`src/hdl/wqsc_pkg.sv`:
```
`timescale 1ns / 1ps
// ----------------------------------------------------------------------------
// Water quality conversion package
// Shared types, register indexes and constants.
// ----------------------------------------------------------------------------
package wqsc_pkg;

	// register indexes
	localparam logic [2:0] REG_SPR   = 3'd0;
	localparam logic [2:0] REG_TCSQ  = 3'd1;
	localparam logic [2:0] REG_TCLIN = 3'd2;
	localparam logic [2:0] REG_TCOFF = 3'd3;
	localparam logic [2:0] REG_SCALE = 3'd4;
	localparam logic [2:0] REG_TWIN  = 3'd5;
	localparam logic [2:0] REG_NWIN  = 3'd6;
	localparam logic [2:0] REG_SWIN  = 3'd7;

	// cubic constants, Q.16
	localparam logic signed [27:0] CUBIC_K3 = 28'sd8743813;
	localparam logic signed [27:0] CUBIC_K2 = 28'sd16768041;
	localparam logic signed [27:0] CUBIC_K1 = 28'sd56189911;

	localparam logic [19:0] MAX20 = 20'hFFFFF;

	typedef enum logic [4:0] {
		ST_IDLE,
		ST_DIVT_INIT,
		ST_DIVT,
		ST_DIVS_INIT,
		ST_DIVS,
		ST_TQ1,
		ST_TQ2,
		ST_TQ3,
		ST_CVDIV_INIT,
		ST_CVDIV,
		ST_CB1,
		ST_CB2,
		ST_CB3,
		ST_CB4,
		ST_CB5,
		ST_FIN,
		ST_OUT
	} state_t;

	// datapath command code
	typedef enum logic [3:0] {
		OP_NONE,
		OP_DIVT_INIT,
		OP_DIVS_INIT,
		OP_CV_INIT,
		OP_DIV_STEP,
		OP_TQ1,
		OP_TQ2,
		OP_TQ3,
		OP_CB1,
		OP_CB2,
		OP_CB3,
		OP_CB4,
		OP_CB5,
		OP_FIN
	} op_t;

	typedef struct packed {
		op_t  op;
		logic acc_take;
		logic out_load;
		logic out_clear;
	} dp_cmd_t;

	typedef struct packed {
		logic batch_end;
		logic div_done;
		logic cv_ok;
		logic out_full;
	} dp_sts_t;

endpackage

```
`src/hdl/wqsc_ctrl.sv`:
```
`timescale 1ns / 1ps
// ----------------------------------------------------------------------------
// Water quality conversion controller
// Sequences accumulation, divisions and polynomial steps.
// ----------------------------------------------------------------------------
module wqsc_ctrl (
	input  logic              clk,
	input  logic              arst_n,
	input  logic              in_valid,
	output logic              in_ready,
	input  logic              out_ready,
	output wqsc_pkg::dp_cmd_t cmd,
	input  wqsc_pkg::dp_sts_t sts
);

	wqsc_pkg::state_t state_q, state_nx;
	logic take, pop;

	assign pop  = sts.out_full && out_ready;
	assign take = in_ready && in_valid;

	// next state
	always_comb begin
		state_nx = state_q;
		case (state_q)
			wqsc_pkg::ST_IDLE:       if (take && sts.batch_end) state_nx = wqsc_pkg::ST_DIVT_INIT;
			wqsc_pkg::ST_DIVT_INIT:  state_nx = wqsc_pkg::ST_DIVT;
			wqsc_pkg::ST_DIVT:       if (sts.div_done) state_nx = wqsc_pkg::ST_DIVS_INIT;
			wqsc_pkg::ST_DIVS_INIT:  state_nx = wqsc_pkg::ST_DIVS;
			wqsc_pkg::ST_DIVS:       if (sts.div_done) state_nx = wqsc_pkg::ST_TQ1;
			wqsc_pkg::ST_TQ1:        state_nx = wqsc_pkg::ST_TQ2;
			wqsc_pkg::ST_TQ2:        state_nx = wqsc_pkg::ST_TQ3;
			wqsc_pkg::ST_TQ3:        state_nx = wqsc_pkg::ST_CVDIV_INIT;
			wqsc_pkg::ST_CVDIV_INIT: state_nx = sts.cv_ok ? wqsc_pkg::ST_CVDIV : wqsc_pkg::ST_OUT;
			wqsc_pkg::ST_CVDIV:      if (sts.div_done) state_nx = wqsc_pkg::ST_CB1;
			wqsc_pkg::ST_CB1:        state_nx = wqsc_pkg::ST_CB2;
			wqsc_pkg::ST_CB2:        state_nx = wqsc_pkg::ST_CB3;
			wqsc_pkg::ST_CB3:        state_nx = wqsc_pkg::ST_CB4;
			wqsc_pkg::ST_CB4:        state_nx = wqsc_pkg::ST_CB5;
			wqsc_pkg::ST_CB5:        state_nx = wqsc_pkg::ST_OUT;
			wqsc_pkg::ST_OUT:        if (!sts.out_full || pop) state_nx = wqsc_pkg::ST_IDLE;
			default:                 state_nx = wqsc_pkg::ST_IDLE;
		endcase
	end

	// outputs
	always_comb begin
		cmd.op        = wqsc_pkg::OP_NONE;
		cmd.acc_take  = 1'b0;
		cmd.out_load  = 1'b0;
		cmd.out_clear = pop;
		in_ready      = 1'b0;
		case (state_q)
			wqsc_pkg::ST_IDLE: begin
				in_ready     = 1'b1;
				cmd.acc_take = take;
			end
			wqsc_pkg::ST_DIVT_INIT:  cmd.op = wqsc_pkg::OP_DIVT_INIT;
			wqsc_pkg::ST_DIVS_INIT:  cmd.op = wqsc_pkg::OP_DIVS_INIT;
			wqsc_pkg::ST_CVDIV_INIT: if (sts.cv_ok) cmd.op = wqsc_pkg::OP_CV_INIT;
			wqsc_pkg::ST_DIVT, wqsc_pkg::ST_DIVS, wqsc_pkg::ST_CVDIV:
				if (!sts.div_done) cmd.op = wqsc_pkg::OP_DIV_STEP;
			wqsc_pkg::ST_TQ1: cmd.op = wqsc_pkg::OP_TQ1;
			wqsc_pkg::ST_TQ2: cmd.op = wqsc_pkg::OP_TQ2;
			wqsc_pkg::ST_TQ3: cmd.op = wqsc_pkg::OP_TQ3;
			wqsc_pkg::ST_CB1: cmd.op = wqsc_pkg::OP_CB1;
			wqsc_pkg::ST_CB2: cmd.op = wqsc_pkg::OP_CB2;
			wqsc_pkg::ST_CB3: cmd.op = wqsc_pkg::OP_CB3;
			wqsc_pkg::ST_CB4: cmd.op = wqsc_pkg::OP_CB4;
			wqsc_pkg::ST_CB5: cmd.op = wqsc_pkg::OP_CB5;
			wqsc_pkg::ST_OUT: cmd.out_load = !sts.out_full || pop;
			default: ;
		endcase
	end

	always_ff @(posedge clk or negedge arst_n) begin
		if (!arst_n) begin
			state_q <= wqsc_pkg::ST_IDLE;
		end else begin
			state_q <= state_nx;
		end
	end

`ifndef ASSERT_OFF
	a_take_idle: assert property (@(posedge clk) disable iff (!arst_n)
		take |-> state_q == wqsc_pkg::ST_IDLE)
		else $error("item taken while busy");
	a_load_out: assert property (@(posedge clk) disable iff (!arst_n)
		cmd.out_load |=> sts.out_full)
		else $error("result not held");
	a_div_after_init: assert property (@(posedge clk) disable iff (!arst_n)
		state_q == wqsc_pkg::ST_DIVT_INIT |=> state_q == wqsc_pkg::ST_DIVT)
		else $error("divider sequence broken");
`endif

endmodule

```
`config.mk`:
```
export PLATFORM = sky130hd
export DESIGN_NAME = wqsc_ctrl
export DESIGN_NICKNAME = d
export VERILOG_FILES = /design/src/hdl/wqsc_pkg.sv /design/src/hdl/wqsc_ctrl.sv
export SDC_FILE = /design/constraint.sdc
export NUM_CORES = 1
export LEC_CHECK = 0
export BUFFER_PORTS_ARGS = -buffer_cell sky130_fd_sc_hd__buf_4
export CAP_MARGIN = 20
export CORE_AREA = 4 4 41 43
export DETAILED_ROUTE_END_ITERATION = 6
export DIE_AREA = 0 0 45 47
export GPL_TIMING_DRIVEN = 0
export PLACE_DENSITY = 0.61
export SYNTH_ARGS = -nofsm -noshare
export SYNTH_HDL_FRONTEND = slang
export SYNTH_SLANG_ARGS = --single-unit
```
`constraint.sdc`:
```
create_clock -name clk -period 3.6 [get_ports clk]
set_input_delay 0.18 -clock clk [delete_from_list [all_inputs] [get_ports clk]]
set_output_delay 0.18 -clock clk [all_outputs]
set_load 0.05 [all_outputs]
```
==> reports/results.ini, run 1 <==
[outcome]
status = finished clean

[route]
first_pass_iters = 4
drt_iter0_drc = 11
antenna_left = 0
finalWirelength_um = 1320
vias_per_cell = 5.45
vias = 550
post-route-drc-count = 0
wire_per_inst_um = 13.0

[die]
die_area_um2 = 2120
core.rowCount = 13
initial_core_util = 0.394
ioPinCount = 16
die_w_um = 45
core_area_um2 = 1300
die_y_um = 47

[timing]
max_freq_mhz = 565
post-route-period-util = 0.492
rsz0062_at_grt = false
drv_slew = 0
worstMarginPinSlew_ns = 0.456
fin_tns_setup_ns = 0
hold_viol = 0
finClkSkew_ns = 0.00118
finalSetupViolations = 0
slew_headroom = 0.696
fin_crit_ns = 1.77

[synthesis]
netlist_area_um2 = 513
synth.yosys.seq_area_share = 0.244
synth.avg_cell_area_um2 = 7.77
synth_cells = 66
syn_nets = 74
synth-warning-count = 0
yosys.area.top_type = dfrtp_1
yosysTopAreaCellShare = 0.244
ys_ff_latch = 5
yosys-top-cells-area = dfrtp_1, a21oi_1, buf_4
synth.distinct_cells = 30

[setup_path]
reg2reg_setup_slack_ns = 2.28
critPathKind = reg2out
worstPathCellList = nor4_2 > and2b_1 > and2_1 > buf_4
critPathRequiredTime_ns = 3.42
max_stage_delay_ns = 0.44
crit_path_end_kind = primary output
path_buf_inv = 1
cp.arrival_ns = 1.59
cp_max_fo = 6
crit_path_top_delay_cell = dfrtp_1
start_kind = flip-flop
cp_top_family = simple AND/OR/NAND/NOR gates

[layout]
largest_register = state_q
drive_gt1_frac = 0.314
area_growth_pct = 32.7
fin_nets = 95
antenna_cells = 0
reg_top3 = state_q (5)
final_area_um2 = 681
final_cell_mix = buf_4, nor2_1, a21oi_1, nand2_1, dfrtp_1
final_core_utilization = 0.523
largest_reg_flops = 5
final_common_cell = buf_4

[clocking]
cts-htree-levels = 1
cts.sinks = 5
clk_pin_slew_ns = 0.04
post_cts.repair.setup_buffers = 0
clkLatencyLatePin_ns = 0.24
cts_inserted_buffers = 3
cts_resized = 0
cts_root_buf = clkbuf_4
cts_hold_buf = 1
cts_buffer_depth = 2
cts_tree = done

[job]
drv_cap = 0

[placement]
placed_area_um2 = 644
gp_congestion = 0.759
place_hpwl_um = 962
io_buffers = 15

[grt]
grt_max_degree = 11
grt_pass1_wl_um = 2240
grt_use_total = 0.146
gr-total-overflow = 0
grt_pass1_vias = 518
antenna_found_initial = 0

[worst_hold_path]
min_path_type = in2reg

[power]
p_per_area_nw_per_um2 = 1050
p_leak_uw = 0.000309
ir_worst_vdd_mv = 0.483

cells in the mapped netlist, drive strengths merged:
cell    number
inv          1
nand2        5
nor2         8
clkbuf       1
a21oi        6
xor2         1
and3         1
nor4         1
o31a         1
o211ai       2
and2b        2
o31ai        2
nand3        1
and2         3
nand2b       3
nand4b       1
a211oi       3
o22ai        1
and4bb       1
o221a        1
nor2b        1
or3          1
buf          6
dfrtp        5
xnor2        1
nor3b        1
o21ai        6
worst register-to-register path, delay by kind of cell, from the launching register on:
family	cells	cell delay (ns)
AO/OA/AOI/OAI	3	0.35
AND/OR/NAND/NOR	1	0.20
flip-flops	1	0.44
buffers and inverters	1	0.20
layer usage:
metal,GRT usage,wire (um),vias to the layer above
li1,-,-,274
met1,0.174,588,253
met2,0.240,620,21
met3,0.0460,87,2
met4,0.0702,21,0
met5,0,0,-
where the power goes:
part	internal [uW]	switching, uW	total (uW)
logic	204	336	540
registers	81.3	29.2	110
clock network	41.9	23.0	64.9
total	327	389	716
logic make-up (layout without fill, tap and decap cells):
family,count (synthesis),count (layout),synth area share
compound gates,22,22,0.280
xor+xnor,2,2,0.0342
buf+inv,8,28,0.117
flops,5,5,0.244
simple gates,29,29,0.324
per-stage QoR:
step,cells,total power [uW],hold WS [ns],setup WS [ns]
after detailed placement,96,648,-0.0158,2.08
after global routing,101,776,0.237,1.74
final,101,716,0.242,1.83
after global placement,96,643,-0.0190,2.08
after floorplan,66,524,-0.116,1.69
after CTS,101,719,0.237,1.81
path summary, 6_finish.rpt:
check	from	end	cells past startpoint
setup / recovery	state_q[3]	cmd[2]	4
hold / removal	sts[0]	state_q[4]	3
setup reg to reg	state_q[3]	state_q[0]	5
hold reg to reg	state_q[4]	state_q[0]	3
max in group asynchronous	arst_n	state_q[0]	2
min in group asynchronous	arst_n	state_q[1]	2
final cells by class:
| cell class | count | area (um2) |
|---|---|---|
| plain buffers | 7 | 56.3 |
| fillers | 133 | 621 |
| repair buffers | 16 | 123 |
| clock buffers | 4 | 26.3 |
| well taps | 15 | 18.8 |
| inverters | 1 | 3.75 |
| multi-input cells | 53 | 328 |
| flip-flops and latches | 5 | 125 |
(Power assumes the default switching activity.)
==> run 2, diff against run 1 <==
--- a/config.mk
+++ b/config.mk
@@ -11,7 +11,7 @@
 export DETAILED_ROUTE_END_ITERATION = 6
 export DIE_AREA = 0 0 45 47
 export GPL_TIMING_DRIVEN = 0
-export PLACE_DENSITY = 0.61
+export PLACE_DENSITY = 0.63
 export SYNTH_ARGS = -nofsm -noshare
 export SYNTH_HDL_FRONTEND = slang
 export SYNTH_SLANG_ARGS = --single-unit
==> constraint.sdc (replaced) <==
create_clock -name clk -period 1.6 [get_ports clk]
set_input_delay 0.08 -clock clk [delete_from_list [all_inputs] [get_ports clk]]
set_output_delay 0.08 -clock clk [all_outputs]
set_load 0.05 [all_outputs]
==> run 2 against run 1 <==
  * The flow now finishes with violations (negative setup slack)
  * Power is 140% higher
  * Die area is the same
  * Register-to-register slack worse by 2.0 ns
  * Design area increased by 9.2%
  * Sequential power rose by 140%
  * Wire length down 1.9%
  * Cell count up 2.0%
  * Non-clock buffer count up 2
  * First-iteration DRC count down 55%
  * Largest power group unchanged
==> reports/results.ini, run 2 (same netlist as run 1, synthesis figures left out) <==
[layout]
largest_reg_flops = 5
largest_register = state_q
fillCellCount = 133
final_common_cell = buf_4
final_cell_mix = buf_4, nor2_1, buf_6, nand2_1
drive_gt1_frac = 0.443
seq_area_um2 = 129
final_core_utilization = 0.571
fin_nets = 97
final_area_um2 = 743
area_growth_pct = 44.9
antenna_cells = 0
reg_top3 = state_q (5)
multi_input_area_um2 = 355

[die]
initial_core_util = 0.394
die_area_um2 = 2120
die_w_um = 45
ioPinCount = 16
core.rowCount = 13
die_y_um = 47
core_area_um2 = 1300

[timing]
hold_viol = 0
rsz0062_at_grt = true
finalSetupViolations = 1
worst_slack_ns = -0.000345
drv_slew = 0
slew_headroom = 0.834
fin_crit_ns = 1.60
max_freq_mhz = 625
worstMarginPinSlew_ns = 0.248
post-route-period-util = 1.00
finClkSkew_ns = 0.0000956

[power]
ir_worst_vdd_mv = 0.972
p_leak_uw = 0.000329
power_switching_uw = 916
total_power_uw = 1740
clkPwrFrac = 0.082
p_int_uw = 826
p_seq_frac = 0.153
switching_share = 0.526
p_per_area_nw_per_um2 = 2340
pwr-share-comb = 0.764

[setup_path]
critPathKind = reg2out
crit_path_end_kind = primary output
rr_worst_depth = 6
start_kind = flip-flop
reg2reg_from = state_q[1]
crit_path_top_delay_cell = dfrtp_1
max_stage_delay_ns = 0.36
reg2reg_setup_slack_ns = 0.29
critPathRequiredTime_ns = 1.52
worstPathCellList = buf_6 > and4bb_1 > nor2_1 > o221a_1 > nor2_2 > buf_6
cp.arrival_ns = 1.52
cp_max_fo = 8
cp_top_family = simple AND/OR/NAND/NOR gates
path_buf_inv = 2
crit_path_frequent_cell = buf_6
worstSetupPathDepth = 6
regToRegEndpoint = state_q[0]

[placement]
place_hpwl_um = 935
gp_congestion = 0.760
io_buffers = 15
preCtsSetupSlack_ns = 0.165
placed_area_um2 = 656

[grt]
grt_pass1_vias = 510
antenna_found_initial = 0
gr-total-overflow = 0
grt_use_total = 0.139
grt_max_degree = 11
grt_pass1_wl_um = 2130

[clocking]
cts_inserted_buffers = 3
cts_root_buf = clkbuf_4
cts_buffer_depth = 2
cts.sinks = 5
cts-htree-levels = 1
clk_pin_slew_ns = 0.04
clkLatencyLatePin_ns = 0.24
cts_tree = done

[worst_hold_path]
holdPathStages = 3
min_to = state_q[4]
min_path_type = in2reg
min_from = sts[0]

[outcome]
violations = negative setup slack
status = finished with violations

[route]
first_pass_iters = 4
vias_per_cell = 5.40
antenna_left = 0
wire_per_inst_um = 12.5
post-route-drc-count = 0
drt_iter0_drc = 5
vias = 556
finalWirelength_um = 1290

[job]
drv_cap = 0

[run 2: worst min-delay path, stage by stage]
cell	delay [ns]
buf_4	0.09
nand4b_1	0.10
o31ai_2	0.08
[run 2: timing repair]
action	4_1_cts	5_1_grt
pin swaps	2	0
setup endpoints to repair	3	6
hold buffers	1	0
setup buffers	2	0
hold endpoints to repair	5	0
resized for setup	5	7
[run 2: worst max path at each step]
stage                           from  endpoint  slack, ns
after floorplan           state_q[1]    cmd[2]       -0.1
after global placement    state_q[3]    cmd[2]       0.17
after detailed placement  state_q[3]    cmd[2]       0.17
after CTS                 state_q[1]    cmd[5]      -0.02
after global routing      state_q[1]    cmd[5]      -0.08
final                     state_q[1]    cmd[5]    -0.0003
[run 2: stage by stage]
stage / hold slack, ns / cells / setup TNS (ns)
2_1_floorplan: -0.216 / 66 / -0.0967
3_3_place_gp: -0.118 / 96 / 0
3_5_place_dp: -0.118 / 96 / 0
4_1_cts: 0.140 / 103 / -0.0270
5_1_grt: 0.154 / 103 / -0.217
6_report: 0.145 / 103 / -0.000345
[run 2: final cells by class]
type                            count  area share
Tap cell                           15      0.0253
Multi-Input combinational cell     53       0.478
Buffer                              7      0.0774
Timing Repair Buffer               18       0.205
Sequential cell                     5       0.173
Inverter                            1     0.00505
Clock buffer                        4      0.0354
[run 2: per-layer routing]
layer | share of wire | vias to the layer above | track usage
met5 | 0 | - | 0
met4 | 0 | 0 | 0.0351
met3 | 0.068 | 0 | 0.0575
met2 | 0.49 | 16 | 0.243
met1 | 0.44 | 260 | 0.158
li1 | - | 280 | -
[run 2: power by group through the flow]
stage / registers [uW] / logic (uW) / clock network, uW
finish: 267 / 1330 / 143
global placement: 250 / 1220 / 0
floorplan: 230 / 977 / 0
detailed placement: 249 / 1230 / 0
CTS: 258 / 1320 / 150
global route: 273 / 1440 / 165
==> run 3, diff against run 2 <==
--- a/config.mk
+++ b/config.mk
@@ -11,7 +11,10 @@
 export DETAILED_ROUTE_END_ITERATION = 6
 export DIE_AREA = 0 0 45 47
 export GPL_TIMING_DRIVEN = 0
+export HOLD_SLACK_MARGIN = 0.08
 export PLACE_DENSITY = 0.63
+export SETUP_SLACK_MARGIN = 0.4
 export SYNTH_ARGS = -nofsm -noshare
 export SYNTH_HDL_FRONTEND = slang
 export SYNTH_SLANG_ARGS = --single-unit
+export TNS_END_PERCENT = 1
==> run 3 against run 2 <==
  * The run still ends with negative setup slack left
  * Critical path depth did not move
  * Sequential cell count did not move
  * Clock skew rose by 0.0020 ns
  * Power rose by 7.7%
  * Cell count did not move
  * Combinational power rose by 9%
  * Highest routed layer is now met4
==> reports/results.ini, run 3 (same netlist as run 1, synthesis figures left out) <==
[outcome]
status = finished with violations
violations = negative setup slack

[layout]
seq_area_um2 = 129
final_common_cell = buf_4
antenna_cells = 0
largest_register = state_q
multi_input_area_um2 = 388
final_cell_mix = buf_4, buf_6, nor2_1, nand2_1, o21ai_1
reg_top3 = state_q (5)
area_growth_pct = 56.3
fin_nets = 97
fillCellCount = 126
final_area_um2 = 802
largest_reg_flops = 5
drive_gt1_frac = 0.489

[route]
vias = 584
drt_iter0_drc = 16
wire_per_inst_um = 13.8
vias_per_cell = 5.67
antenna_left = 0
post-route-drc-count = 0
finalWirelength_um = 1420
first_pass_iters = 4

[setup_path]
crit_path_end_kind = primary output
start_kind = flip-flop
critPathKind = reg2out
cp.arrival_ns = 1.56
cp_max_fo = 8
critPathRequiredTime_ns = 1.52

[timing]
finClkSkew_ns = 0.00208
hold_viol = 0
rsz0062_at_grt = true
finalSetupViolations = 1
fin_tns_setup_ns = -0.0368
drv_slew = 0
fin_crit_ns = 1.64
worstMarginPinSlew_ns = 0.293
max_freq_mhz = 611
worst_slack_ns = -0.0368
slew_headroom = 0.805
post-route-period-util = 1.02

[clocking]
cts_buffer_depth = 2
cts.sinks = 5
clkLatencyLatePin_ns = 0.25
clk_pin_slew_ns = 0.04
cts_root_buf = clkbuf_4
cts_tree = done
cts-htree-levels = 1
cts_inserted_buffers = 3

[grt]
grt_use_total = 0.158
antenna_found_initial = 0
grt_pass1_wl_um = 2400
gr-total-overflow = 0
grt_pass1_vias = 525
grt_max_degree = 11

[placement]
gp_congestion = 0.745
io_buffers = 15
preCtsSetupSlack_ns = 0.150
placed_area_um2 = 683
place_hpwl_um = 943

[power]
p_int_uw = 897
p_per_area_nw_per_um2 = 2340
p_leak_uw = 0.000337
pwr-share-comb = 0.775
p_seq_frac = 0.144
clkPwrFrac = 0.081
switching_share = 0.522
power_switching_uw = 979
ir_worst_vdd_mv = 1.18

[die]
ioPinCount = 16
die_y_um = 47
die_w_um = 45
core.rowCount = 13
initial_core_util = 0.394
core_area_um2 = 1300
die_area_um2 = 2120

[worst_hold_path]
min_path_type = in2reg

[job]
drv_cap = 0

## run 3: critical path, stage by stage, from the launching register on
cell	delay (ns)
dfrtp_1	0.36
buf_6	0.14
and4bb_1	0.28
nor2_1	0.05
o221a_1	0.23
nor2_4	0.09
buf_6	0.16
## run 3: power by group through the flow
| stage | clock network [uW] | logic (uW) | registers, uW |
|---|---|---|---|
| after global routing | 170 | 1560 | 279 |
| after global placement | 0 | 1300 | 260 |
| after floorplan | 0 | 1050 | 242 |
| final | 152 | 1450 | 271 |
| after detailed placement | 0 | 1300 | 258 |
| after CTS | 156 | 1420 | 267 |
## run 3: timing repair
item                       4_1_cts  5_1_grt
hold endpoints to repair         5        0
pin swaps                        6        6
setup endpoints to repair        9       10
gates resized for setup         16        4
hold buffers                     1        0
setup buffers                    1        1
## run 3: cell type report
| class | instances | share of cell area |
|---|---|---|
| timing repair buffer | 18 | 0.209 |
| sequential | 5 | 0.161 |
| tap | 15 | 0.0234 |
| multi-input combinational | 53 | 0.484 |
| inverter | 1 | 0.00468 |
| clock buffer | 4 | 0.0328 |
| buffer | 7 | 0.0858 |
## run 3: final timing paths
path,slack [ns],start,endpoint,depth (start not counted)
min in group asynchronous,0.20,arst_n,state_q[1],2
worst min-delay path,0.13,sts[2],state_q[0],3
worst max register to register,0.29,state_q[0],state_q[0],5
max in group asynchronous,1.28,arst_n,state_q[2],2
worst min register to register,0.61,state_q[4],state_q[0],3
worst max-delay path,-0.04,state_q[1],cmd[5],6
## run 3: metrics by stage
| stage | power [uW] | hold WS [ns] | util | cells |
|---|---|---|---|---|
| 6_report | 1880 | 0.131 | 0.616 | 103 |
| 5_1_grt | 2010 | 0.140 | 0.616 | 103 |
| 4_1_cts | 1840 | 0.129 | 0.599 | 102 |
| 3_5_place_dp | 1560 | -0.118 | 0.525 | 96 |
| 3_3_place_gp | 1560 | -0.119 | 0.525 | 96 |
| 2_1_floorplan | 1290 | -0.216 | - | 66 |
## run 3: routing by layer
metal | track usage | vias to the layer above | share of wire | routed length (um)
met2 | 0.249 | 24 | 0.49 | 690
met1 | 0.200 | 277 | 0.43 | 614
met4 | 0.0526 | 0 | 0.0042 | 6
met3 | 0.0575 | 2 | 0.074 | 105
met5 | 0 | - | 0 | 0
li1 | - | 281 | - | -
